<file path="src/hw/rtl/jshm_pkg.sv">
// Shared types and constants for the jitter sample health monitor.
// No dependencies; imported by every module of the block.
package jshm_pkg;

  localparam int unsigned TsW    = 64;
  localparam int unsigned CntW   = 16;
  localparam int unsigned SymW   = 8;
  localparam int unsigned CfgIdxW = 2;

  localparam logic [CntW-1:0] CountMax = {CntW{1'b1}};

  localparam logic [CntW-1:0] RepeatCutoffRst = 16'd32;
  localparam logic [CntW-1:0] WindowSizeRst   = 16'd512;
  localparam logic [CntW-1:0] WindowCutoffRst = 16'd496;

  // Configuration register indexes
  localparam logic [CfgIdxW-1:0] RegRepeatCutoff = 2'd0;
  localparam logic [CfgIdxW-1:0] RegWindowSize   = 2'd1;
  localparam logic [CfgIdxW-1:0] RegWindowCutoff = 2'd2;

  // How the front classified a sample
  typedef enum logic [1:0] {
    KIND_NO_PRIOR = 2'd0,
    KIND_STUCK    = 2'd1,
    KIND_TEST     = 2'd2
  } kind_e;

  typedef enum logic [1:0] {
    VERDICT_ACCEPTED = 2'd0,
    VERDICT_NO_PRIOR = 2'd1,
    VERDICT_STUCK    = 2'd2,
    VERDICT_FAILED   = 2'd3
  } verdict_e;

  typedef struct packed {
    kind_e           kind;
    logic [TsW-1:0]  d1;
    logic [TsW-1:0]  d2;
    logic [TsW-1:0]  d3;
  } entry_t;

  typedef struct packed {
    logic [CntW-1:0] repeat_cutoff;
    logic [CntW-1:0] window_size;
    logic [CntW-1:0] window_cutoff;
  } cfg_t;

  function automatic logic [CntW-1:0] sat_inc(input logic [CntW-1:0] v);
    return (v != CountMax) ? v + 1'b1 : v;
  endfunction

endpackage

</file>
<file path="src/hw/rtl/jshm_front.sv">
// Front part: takes timestamps, forms the three differences over two stages
// and classifies each sample. Depends on jshm_pkg.
module jshm_front (
  input  logic                     clk_i,
  input  logic                     rst_ni,
  input  logic                     ts_valid_i,
  output logic                     ts_ready_o,
  input  logic [jshm_pkg::TsW-1:0] ts_i,
  input  logic                     full_i,
  output logic                     push_o,
  output jshm_pkg::entry_t         entry_o
);
  import jshm_pkg::*;

  logic           s1_v_q, s2_v_q;
  logic           s1_use_q, s2_use_q;
  logic [TsW-1:0] s1_d1_q, s2_d1_q, s2_d2_q;
  logic [TsW-1:0] prev_ts_q, prior_delta_q, prior_sd_q;

  logic           s1_ready, s2_ready, take, mv12;
  logic [TsW-1:0] d3;

  assign s2_ready   = !s2_v_q || !full_i;
  assign s1_ready   = !s1_v_q || s2_ready;
  assign ts_ready_o = s1_ready;
  // zero timestamps complete the handshake and are dropped
  assign take       = ts_valid_i && s1_ready && (ts_i != '0);
  assign mv12       = s1_v_q && s2_ready;
  assign push_o     = s2_v_q && !full_i;

  assign d3 = s2_use_q ? (s2_d2_q - prior_sd_q) : '0;

  always_comb begin
    entry_o.d1 = s2_d1_q;
    entry_o.d2 = s2_d2_q;
    entry_o.d3 = d3;
    if (!s2_use_q) begin
      entry_o.kind = KIND_NO_PRIOR;
    end else if (s2_d1_q == '0 || s2_d2_q == '0 || d3 == '0) begin
      entry_o.kind = KIND_STUCK;
    end else begin
      entry_o.kind = KIND_TEST;
    end
  end

  always_ff @(posedge clk_i or negedge rst_ni) begin
    if (!rst_ni) begin
      s1_v_q        <= 1'b0;
      s2_v_q        <= 1'b0;
      prev_ts_q     <= '0;
      prior_delta_q <= '0;
      prior_sd_q    <= '0;
    end else begin
      if (s1_ready) begin
        s1_v_q <= take;
      end
      if (s2_ready) begin
        s2_v_q <= s1_v_q;
      end
      if (take) begin
        prev_ts_q <= ts_i;
      end
      if (mv12 && s1_use_q) begin
        prior_delta_q <= s1_d1_q;
      end
      if (push_o && s2_use_q) begin
        prior_sd_q <= s2_d2_q;
      end
    end
  end

  always_ff @(posedge clk_i) begin
    if (take) begin
      s1_d1_q  <= ts_i - prev_ts_q;
      s1_use_q <= (prev_ts_q != '0) && (ts_i > prev_ts_q);
    end
    if (mv12) begin
      s2_use_q <= s1_use_q;
      if (s1_use_q) begin
        s2_d1_q <= s1_d1_q;
        s2_d2_q <= prior_delta_q - s1_d1_q;
      end else begin
        s2_d1_q <= '0;
        s2_d2_q <= '0;
      end
    end
  end

endmodule

</file>
<file path="src/hw/rtl/jshm_fifo.sv">
// Two-entry queue between front and back parts.
// Depends on jshm_pkg for the entry type.
module jshm_fifo (
  input  logic             clk_i,
  input  logic             rst_ni,
  input  logic             push_i,
  input  jshm_pkg::entry_t wdata_i,
  output logic             full_o,
  input  logic             pop_i,
  output jshm_pkg::entry_t rdata_o,
  output logic             empty_o
);
  import jshm_pkg::*;

  entry_t     mem_q [2];
  logic       wptr_q, rptr_q;
  logic [1:0] count_q;

  assign full_o  = count_q[1];
  assign empty_o = (count_q == 2'd0);
  assign rdata_o = mem_q[rptr_q];

  always_ff @(posedge clk_i or negedge rst_ni) begin
    if (!rst_ni) begin
      wptr_q  <= 1'b0;
      rptr_q  <= 1'b0;
      count_q <= 2'd0;
    end else begin
      if (push_i) begin
        wptr_q <= ~wptr_q;
      end
      if (pop_i) begin
        rptr_q <= ~rptr_q;
      end
      if (push_i && !pop_i) begin
        count_q <= count_q + 2'd1;
      end else if (pop_i && !push_i) begin
        count_q <= count_q - 2'd1;
      end
    end
  end

  always_ff @(posedge clk_i) begin
    if (push_i) begin
      mem_q[wptr_q] <= wdata_i;
    end
  end

endmodule

</file>
<file path="src/hw/rtl/jshm_back.sv">
// Back part: repetition count and adaptive proportion tests, failure
// counter and the output register. Depends on jshm_pkg.
module jshm_back (
  input  logic                      clk_i,
  input  logic                      rst_ni,
  input  jshm_pkg::cfg_t            cfg_i,
  input  logic                      empty_i,
  input  jshm_pkg::entry_t          entry_i,
  output logic                      pop_o,
  output logic                      out_valid_o,
  input  logic                      out_ready_i,
  output logic [2:0]                out_user_o,
  output logic [207:0]              out_data_o
);
  import jshm_pkg::*;

  logic             any_acc_q, any_acc_d;
  logic [TsW-1:0]   rep_val_q, rep_val_d;
  logic [CntW-1:0]  rep_run_q, rep_run_d;
  logic [SymW-1:0]  win_sym_q, win_sym_d;
  logic [CntW-1:0]  win_m_q, win_m_d;
  logic [CntW-1:0]  win_p_q, win_p_d;
  logic [CntW-1:0]  fail_q, fail_d;
  logic             out_v_q;
  logic [2:0]       out_user_q;
  logic [207:0]     out_data_q;

  logic [SymW-1:0]  sym;
  logic [CntW-1:0]  run_n, m_n, p_n, fail_1;
  logic             f_rep, f_win, pass;
  verdict_e         verdict;

  assign pop_o       = !empty_i && (!out_v_q || out_ready_i);
  assign out_valid_o = out_v_q;
  assign out_user_o  = out_user_q;
  assign out_data_o  = out_data_q;

  assign sym = entry_i.d1[SymW-1:0] ^ entry_i.d2[SymW-1:0] ^ entry_i.d3[SymW-1:0];

  // Test arithmetic for a sample after the first accepted one
  always_comb begin
    run_n  = (entry_i.d1 == rep_val_q) ? sat_inc(rep_run_q) : 16'd1;
    f_rep  = (run_n >= cfg_i.repeat_cutoff);
    if (win_p_q == '0) begin
      m_n = 16'd1;
      p_n = 16'd1;
    end else begin
      m_n = (sym == win_sym_q) ? sat_inc(win_m_q) : win_m_q;
      p_n = sat_inc(win_p_q);
    end
    f_win  = (p_n >= cfg_i.window_size) && (m_n >= cfg_i.window_cutoff);
    fail_1 = f_rep ? sat_inc(fail_q) : fail_q;
  end

  always_comb begin
    any_acc_d = any_acc_q;
    rep_val_d = rep_val_q;
    rep_run_d = rep_run_q;
    win_sym_d = win_sym_q;
    win_m_d   = win_m_q;
    win_p_d   = win_p_q;
    fail_d    = fail_q;
    pass      = 1'b0;
    verdict   = VERDICT_NO_PRIOR;
    case (entry_i.kind)
      KIND_NO_PRIOR: verdict = VERDICT_NO_PRIOR;
      KIND_STUCK:    verdict = VERDICT_STUCK;
      KIND_TEST: begin
        if (!any_acc_q) begin
          rep_val_d = entry_i.d1;
          rep_run_d = 16'd1;
          win_sym_d = sym;
          win_m_d   = 16'd1;
          win_p_d   = 16'd1;
          pass      = 1'b1;
        end else begin
          rep_val_d = entry_i.d1;
          rep_run_d = run_n;
          if (win_p_q == '0) begin
            win_sym_d = sym;
          end
          if (p_n >= cfg_i.window_size) begin
            win_p_d = '0;
            win_m_d = '0;
          end else begin
            win_p_d = p_n;
            win_m_d = m_n;
          end
          fail_d = f_win ? sat_inc(fail_1) : fail_1;
          pass   = (fail_d == '0);
        end
        any_acc_d = any_acc_q | pass;
        verdict   = pass ? VERDICT_ACCEPTED : VERDICT_FAILED;
      end
      default: verdict = VERDICT_NO_PRIOR;
    endcase
  end

  always_ff @(posedge clk_i or negedge rst_ni) begin
    if (!rst_ni) begin
      any_acc_q <= 1'b0;
      rep_val_q <= '0;
      rep_run_q <= '0;
      win_sym_q <= '0;
      win_m_q   <= '0;
      win_p_q   <= '0;
      fail_q    <= '0;
      out_v_q   <= 1'b0;
    end else begin
      if (pop_o) begin
        any_acc_q <= any_acc_d;
        rep_val_q <= rep_val_d;
        rep_run_q <= rep_run_d;
        win_sym_q <= win_sym_d;
        win_m_q   <= win_m_d;
        win_p_q   <= win_p_d;
        fail_q    <= fail_d;
        out_v_q   <= 1'b1;
      end else if (out_ready_i) begin
        out_v_q   <= 1'b0;
      end
    end
  end

  always_ff @(posedge clk_i) begin
    if (pop_o) begin
      out_user_q <= {verdict, (verdict == VERDICT_ACCEPTED)};
      out_data_q <= {fail_d, entry_i.d3, entry_i.d2, entry_i.d1};
    end
  end

endmodule

</file>
<file path="src/hw/rtl/jitter_sample_health_monitor_unit.sv">
// An accepted timestamp passes the two difference stages, the queue and the
// output register before its result is valid; zero timestamps give none.
// Throughput: one timestamp per cycle sustained; the input stalls only when
// the two-entry queue is full because the output side holds back.
// Reset (rst_ni low, async): history, test state, failure count and queue
// clear; configuration returns to cutoff 32, window 512, window cutoff 496.
module jitter_sample_health_monitor_unit (
  input  logic          clk_i,
  input  logic          rst_ni,
  // timestamp stream
  input  logic          s_axis_tvalid_i,
  output logic          s_axis_tready_o,
  input  logic [63:0]   s_axis_tdata_i,   // [63:0] timestamp
  // result stream
  output logic          m_axis_tvalid_o,
  input  logic          m_axis_tready_i,
  output logic [207:0]  m_axis_tdata_o,   // [63:0] delta, [127:64] second_diff,
                                          // [191:128] third_diff,
                                          // [207:192] failure_count
  output logic [2:0]    m_axis_tuser_o,   // [0] accepted, [2:1] verdict
  // configuration write channel
  input  logic          cfg_valid_i,
  output logic          cfg_ready_o,
  input  logic [1:0]    cfg_index_i,
  input  logic [15:0]   cfg_data_i
);
  import jshm_pkg::*;

  cfg_t   cfg_q;
  entry_t push_entry, pop_entry;
  logic   push, pop, full, empty;

  // Config writes are always taken; an index past the list is dropped.
  assign cfg_ready_o = 1'b1;

  always_ff @(posedge clk_i or negedge rst_ni) begin
    if (!rst_ni) begin
      cfg_q.repeat_cutoff <= RepeatCutoffRst;
      cfg_q.window_size   <= WindowSizeRst;
      cfg_q.window_cutoff <= WindowCutoffRst;
    end else if (cfg_valid_i) begin
      case (cfg_index_i)
        RegRepeatCutoff: cfg_q.repeat_cutoff <= cfg_data_i;
        RegWindowSize:   cfg_q.window_size   <= cfg_data_i;
        RegWindowCutoff: cfg_q.window_cutoff <= cfg_data_i;
        default: ;
      endcase
    end
  end

  // Front: differences and stuck classification, in step with the input
  jshm_front u_front (
    .clk_i      (clk_i),
    .rst_ni     (rst_ni),
    .ts_valid_i (s_axis_tvalid_i),
    .ts_ready_o (s_axis_tready_o),
    .ts_i       (s_axis_tdata_i),
    .full_i     (full),
    .push_o     (push),
    .entry_o    (push_entry)
  );

  // Queue decouples front stalls from output back-pressure
  jshm_fifo u_fifo (
    .clk_i   (clk_i),
    .rst_ni  (rst_ni),
    .push_i  (push),
    .wdata_i (push_entry),
    .full_o  (full),
    .pop_i   (pop),
    .rdata_o (pop_entry),
    .empty_o (empty)
  );

  // Back: health tests, failure counter, registered result
  jshm_back u_back (
    .clk_i       (clk_i),
    .rst_ni      (rst_ni),
    .cfg_i       (cfg_q),
    .empty_i     (empty),
    .entry_i     (pop_entry),
    .pop_o       (pop),
    .out_valid_o (m_axis_tvalid_o),
    .out_ready_i (m_axis_tready_i),
    .out_user_o  (m_axis_tuser_o),
    .out_data_o  (m_axis_tdata_o)
  );

endmodule
</file>
<file path="config.mk">
export PLATFORM = sky130hd
export DESIGN_NAME = jitter_sample_health_monitor_unit
export DESIGN_NICKNAME = d
export VERILOG_FILES = /design/src/hw/rtl/jshm_pkg.sv /design/src/hw/rtl/jshm_front.sv /design/src/hw/rtl/jshm_fifo.sv /design/src/hw/rtl/jshm_back.sv /design/src/hw/rtl/jitter_sample_health_monitor_unit.sv
export SDC_FILE = /design/constraint.sdc
export NUM_CORES = 2
export LEC_CHECK = 0
export BUFFER_PORTS_ARGS = -buffer_cell sky130_fd_sc_hd__clkbuf_2
export CORE_UTILIZATION = 45
export CTS_CLUSTER_DIAMETER = 100
export DETAILED_ROUTE_END_ITERATION = 10
export PLACE_DENSITY = 0.7
export SKIP_CTS_REPAIR_TIMING = 1
export SYNTH_ARGS = -nofsm -noshare
export SYNTH_HDL_FRONTEND = slang
export SYNTH_SLANG_ARGS = --single-unit
</file>
<file path="constraint.sdc">
create_clock -name clk_i -period 12.9 [get_ports clk_i]
set_input_delay 0.645 -clock clk_i [delete_from_list [all_inputs] [get_ports clk_i]]
set_output_delay 0.645 -clock clk_i [all_outputs]
set_load 0.02 [all_outputs]
</file>
-- Yosys cells after proc, flatten, opt, wreduce, memory -nomap -nowiden
Memory sizes are Yosys's and may differ from the RTL's.
Cells that the tools add are included.
- register bits: 789
- RAM bits: 388
- input bits: 87
- output and inout port bits: 214
- logic and storage cells: 131
- memories: 1
- $add $sub $neg: 10
- $lt $le $gt $ge: 4
- equality and inequality tests: 12
- multiplexer cells: 33
- bitwise operators: 5
- reductions and logical operators: 40
- memory list (memory ; depth ; bits a word ; read ports ; clocked after memory_dff ; wr ports ; line ; RTL):
    u_fifo.mem_q ; 2 ; 194 ; 1 ; 0 ; 1 ; jshm_fifo.sv:15 ; entry_t mem_q [2];
- operators by type and width (cell ; number):
    2-to-1 mux 16 bit ; 18
    zero test 64 bit ; 3
    subtractor 64 bit ; 3
    nonzero test 64 bit ; 2
    adder 16 x 1 -> 16 bit (second input constant) ; 5
    inequality test 16 bit (second input constant) ; 5
    equality test 64 bit ; 1
    > comparator 64 bit ; 1
    2-to-1 mux 64 bit ; 1
    >= comparator 16 bit ; 3
    zero test 16 bit ; 2
    2-to-1 mux 8 bit ; 2
    XOR 8 bit ; 2
    logical AND 1 bit ; 11
    2-to-1 mux 2 bit ; 5
    equality test 8 bit ; 1
    AND reduction 2 bit ; 4
    zero test 1 bit ; 7
    zero test 2 bit ; 3
    2-to-1 mux 1 bit ; 6
    logical OR 1 bit ; 5
    equality test 2 x 1 -> 1 bit (second input constant) ; 2
    equality test 2 bit (second input constant) ; 2
    case mux 2 bit (2 select lines) ; 1
    other kinds (7) ; 9

-- Logic depth before layout (Yosys ltp)
An unclocked memory read counts as a cell.
- word-level depth: 15
- mapped depth: 32
- gate-level depth less buffers: 30

-- Hierarchy
A second synthesis with hierarchy kept.
- cell total of the unflattened synthesis: 4988
- area, all modules: 58995.3 sq um
- modules (own cells, without submodules) (module ; instances ; cells an instance ; area each (sq um) ; seq. area each (sq um)):
    jshm_front ; 1 ; 2838 ; 26017.5 ; 10680.2
    jshm_back ; 1 ; 1427 ; 16340.7 ; 9789.4
    jshm_fifo ; 1 ; 619 ; 14801.7 ; 11751.3
    jitter_sample_health_monitor_unit ; 1 ; 104 ; 1835.5 ; 1209.9

-- Worst setup path before layout
No wires, ideal clock.
- path kind: flip-flop to flip-flop
- start point: reg u_fifo.count_q[1]
- end point: mem u_fifo.mem_q[0][0] (netlist bit), enable pin
- library setup time: 774 ps
- arrival: 9238 ps
- required time: 12126 ps
- path slack: 2887 ps
- stages on the path, launching flop included: 3
- buffers on the path: 0
- period minus slack after synthesis: 10013 ps
- cell sequence: dfrtp_1 > nor2b_1 > nor2b_1
- word-level cells in the longest chain between the ends: 4
- ends and longest elaborated chain (item ; line ; RTL):
    from (decl) ; jshm_fifo.sv:17 ; logic [1:0] count_q;
    from (signal assigned) ; jshm_fifo.sv:36 ; count_q <= count_q + 2'd1;
    from (signal assigned) ; jshm_fifo.sv:38 ; count_q <= count_q - 2'd1;
    zero test 1 bit ; jshm_front.sv:29 ; assign push_o = s2_v_q && !full_i;
    logical AND 1 bit ; jshm_front.sv:29 ;
    via push ; jitter_sample_health_monitor_unit.sv:31 ; logic push, pop, full, empty;
    2-to-1 mux 1 bit ; jshm_fifo.sv:44 ; if (push_i) begin
    2-to-1 mux 1 bit (not written as such) ; jshm_fifo.sv:45 ; mem_q[wptr_q] <= wdata_i;
    to (decl) ; jshm_fifo.sv:15 ;
The timed path passes the listed nets, and every way through them passes these cells.

==> summary.md <==
| Metric | Value |
|---|---|
| Worst path top cell family by delay | `simple AND/OR/NAND/NOR gates` |
| Core Footprint | `127800 um2` |
| GRT Residual Overflow | `0` |
| CTS Sinks | `1177` |
| Most common cell in the netlist | `edfxtp_1` |
| Fill count | `11010` |
| Antenna-violating nets left | `0` |
| Synth top cells by count | `edfxtp_1 (793), nand2_1 (581), dfrtp_1 (377)` |
| Fin. max-slew vios | `0` |
| IO buf count | `299` |
| Critical path buffer and inverter count | `2` |
| Crit path max fanout | `35` |
| CP Capture Type | `flop` |
| I/O pins | `301` |
| Final net count | `5641` |
| Drt total wl | `155200 um` |
| Synthesized area per cell | `11.57 um2` |
| CP max-delay cell | `dfrtp_4` |
| CP arrival | `10200 ps` |
| H-tree levels | `4` |
| Status | `complete, no violations` |
| Overall Global Routing Usage | `23.55%` |
| Synthesized area | `58190 um2` |
| Nature of the critical path startpoint | `flop` |
| Finish-stage setup viols | `0` |
| CTS Root Buffer Type | `clkbuf_16` |
| Setup_tns | `0 ps` |
| Via count | `39750` |
| Row cnt | `131` |
| Worst Path Required | `13410 ps` |
| Synthesis-stage register bit count | `1177` |
| DRT Pass-1 Iters | `6` |
| Asr flop ratio synth | `32.63%` |
| Yosys cell types | `93` |
| Rel. slew slack | `20.64%` |
| Seq/Total Area, Yosys | `57.45%` |
| Unrepaired setup endpoints after global routing | `no` |
| Min Clock Period, post-route | `9692 ps` |
| Worst-Margin Slew | `1180 ps` |
| Vias per inst | `5.616` |
| Prevailing post-synth register cell | `edfxtp_1` |
| Crit share post-route | `75.13%` |
| Static leakage | `27.30 nW` |
| Pwr Density | `315.2 nW/um2` |
| DR WL/cell | `21.93 um` |
| Vias in the first global route | `38840` |
| Max stage delay on crit path | `810 ps` |
| Skew-Pair Late Insertion Delay | `770 ps` |
| Initial core utilization | `45.51%` |
| DRC Markers | `0` |
| Hold Path Class | `in2reg` |
| Cts bufs inserted | `131` |
| Max cap viols | `0` |
| Synth area leaders | `edfxtp_1 (41%), dfrtp_1 (16%), mux2_2 (5.5%)` |
| Synth warn | `0` |
| Final Wtd Congestion | `0.9488` |
| First-pass GRT wire length | `235400 um` |
| Share of cells above drive strength 1 | `16.18%` |
| Final Hold Vio Count | `0` |
| Number of synthesized flops with an enable pin | `793` |
| Clock Skew | `33.05 ps` |
| Largest net degree at the start of global routing | `132` |
| Post-Synthesis Cells | `5028` |
| Die Width | `361.6 um` |
| Max frequency | `0.1032 GHz` |
| Crit Path Class | `reg2reg` |
| Initial antenna violation count | `1` |
| Die extent in y | `361.6 um` |
| Reg clk slew, reported paths | `60 ps` |
| Reg2Reg Setup Slack | `3210 ps` |
| Synth Net Count | `5365` |
| Total power draw | `20.77 mW` |
| Max clock buf depth | `3` |
| Top-area cell type share of the netlist area | `40.92%` |
| Die area | `130700 um2` |
| Dpl hpwl | `114400 um` |
| Iter 0 DRT Violations | `3597` |
| P&R area growth vs syn | `13.23%` |
| Synth area leader | `edfxtp_1` |
| Peak VDD IR | `184.9 uV` |
| CTS tree | `built` |
[worst reg2reg max path: cells and delay by family (launching register included)]
kind | cells | cell delay, ps
flops | 1 | 810
buf+inv | 2 | 1050
simple gates | 13 | 4390
fa+ha+maj | 2 | 580
compound gates | 5 | 1430
xor+xnor | 2 | 380
mux | 2 | 800
[cell families (layout without fill, tap and decap cells)]
logic type	after synthesis	after routing	share of synthesized area, %
DFF	1177	1177	57.45
buffers and inverters	511	896	3.329
muxes	326	326	6.242
xor gates and xnor gates	321	321	4.832
and+or+nand+nor	1441	1441	11.94
adders and majority gates	250	250	5.414
AOI/OAI and AO/OA	1001	1001	10.78
other	1	3	0.006445
[path summary, 6_finish.rpt]
check / from / to / cells after the start
worst min register to register: u_front.s2_d1_q[29] / u_fifo.mem_q[0][157] / 0
min in group asynchronous: rst_ni / u_back.win_p_q[10] / 2
worst max register to register: u_fifo.rptr_q / u_back.out_user_o[1] / 26
worst min-delay path: s_axis_tdata_i[22] / u_front.prev_ts_q[22] / 3
worst max-delay path: u_fifo.rptr_q / u_back.out_user_o[1] / 26
max in group asynchronous: rst_ni / u_fifo.rptr_q / 4
[cell usage in the layout (no fill, tap or decap), types with 12 or more instances in the layout]
master,instances
a31oi_1,27
xor2_1,158
clkbuf_16,134
mux2_2,286
bufinv_16,14
a22o_1,26
nand4_1,77
nand2_1,578
and2_1,126
a211o_1,13
mux2i_1,36
nor2b_1,38
nor4_1,103
o31ai_1,25
inv_1,321
o21ai_0,316
o211ai_1,13
o21a_1,28
a211oi_1,23
clkbuf_2,298
nand3_1,61
and3_1,39
nor3_1,44
a21oi_1,256
a21o_1,132
clkbuf_8,12
o21bai_1,33
xnor2_1,163
dfrtp_1,376
nand2b_1,35
ha_1,247
nor2_1,258
buf_4,30
clkbuf_1,25
edfxtp_1,793
clkinv_2,20
[state kept, by name, indices dropped and copies added (netlist names), 48 cells and up]
register,cells
cfg_q,48
u_back.out_data_o,208
u_back.rep_val_q,64
u_fifo.mem_q,388
u_front.prev_ts_q,64
u_front.prior_delta_q,64
u_front.prior_sd_q,64
u_front.s1_d1_q,64
u_front.s2_d1_q,64
u_front.s2_d2_q,64
[through the flow]
stage / worst slack [ps] / cell area [um2] / instances / hold WS [ps] / utilization (%)
2_1_floorplan: 2887 / 58190 / 5028 / 349.4 / -
3_3_place_gp: 3543 / 61360 / 6832 / 457.6 / 47.99
3_5_place_dp: 3403 / 61360 / 6832 / 459.9 / 47.99
4_1_cts: 3352 / 65870 / 7074 / -75.71 / 51.52
5_1_grt: 2632 / 65880 / 7075 / 102.8 / 51.53
6_report: 3208 / 65890 / 7077 / 118.4 / 51.54
[report_power, final]
group | leakage (nW) | internal [mW] | switching, mW | total [mW]
clock | 2.19 | 2.28 | 1.58 | 3.87
sequential | 12.4 | 6.51 | 1.15 | 7.65
combinational | 12.8 | 3.40 | 5.85 | 9.24
[layout make-up]
type                            instances  area [um2]  area share, %
Sequential cell                      1177       33430          50.75
Multi-Input combinational cell       3340       22870          34.71
Clock buffer                          171        3612          5.482
Tap cell                             1662        2079          3.156
Timing Repair Buffer                  331        1762          2.674
Inverter                              323        1220          1.852
Clock inverter                         71       904.6          1.373
Antenna cell                            2       5.005       0.007596
[metal layers]
metal,vias up,wire [um],track usage [%]
met3,213,8438,3.543
met2,1190,74160,38.81
li1,18700,-,-
met1,19640,68640,32.25
met4,0,3950,6.854
met5,-,0,0
Note: power is estimated with default switching activity, not from simulation.
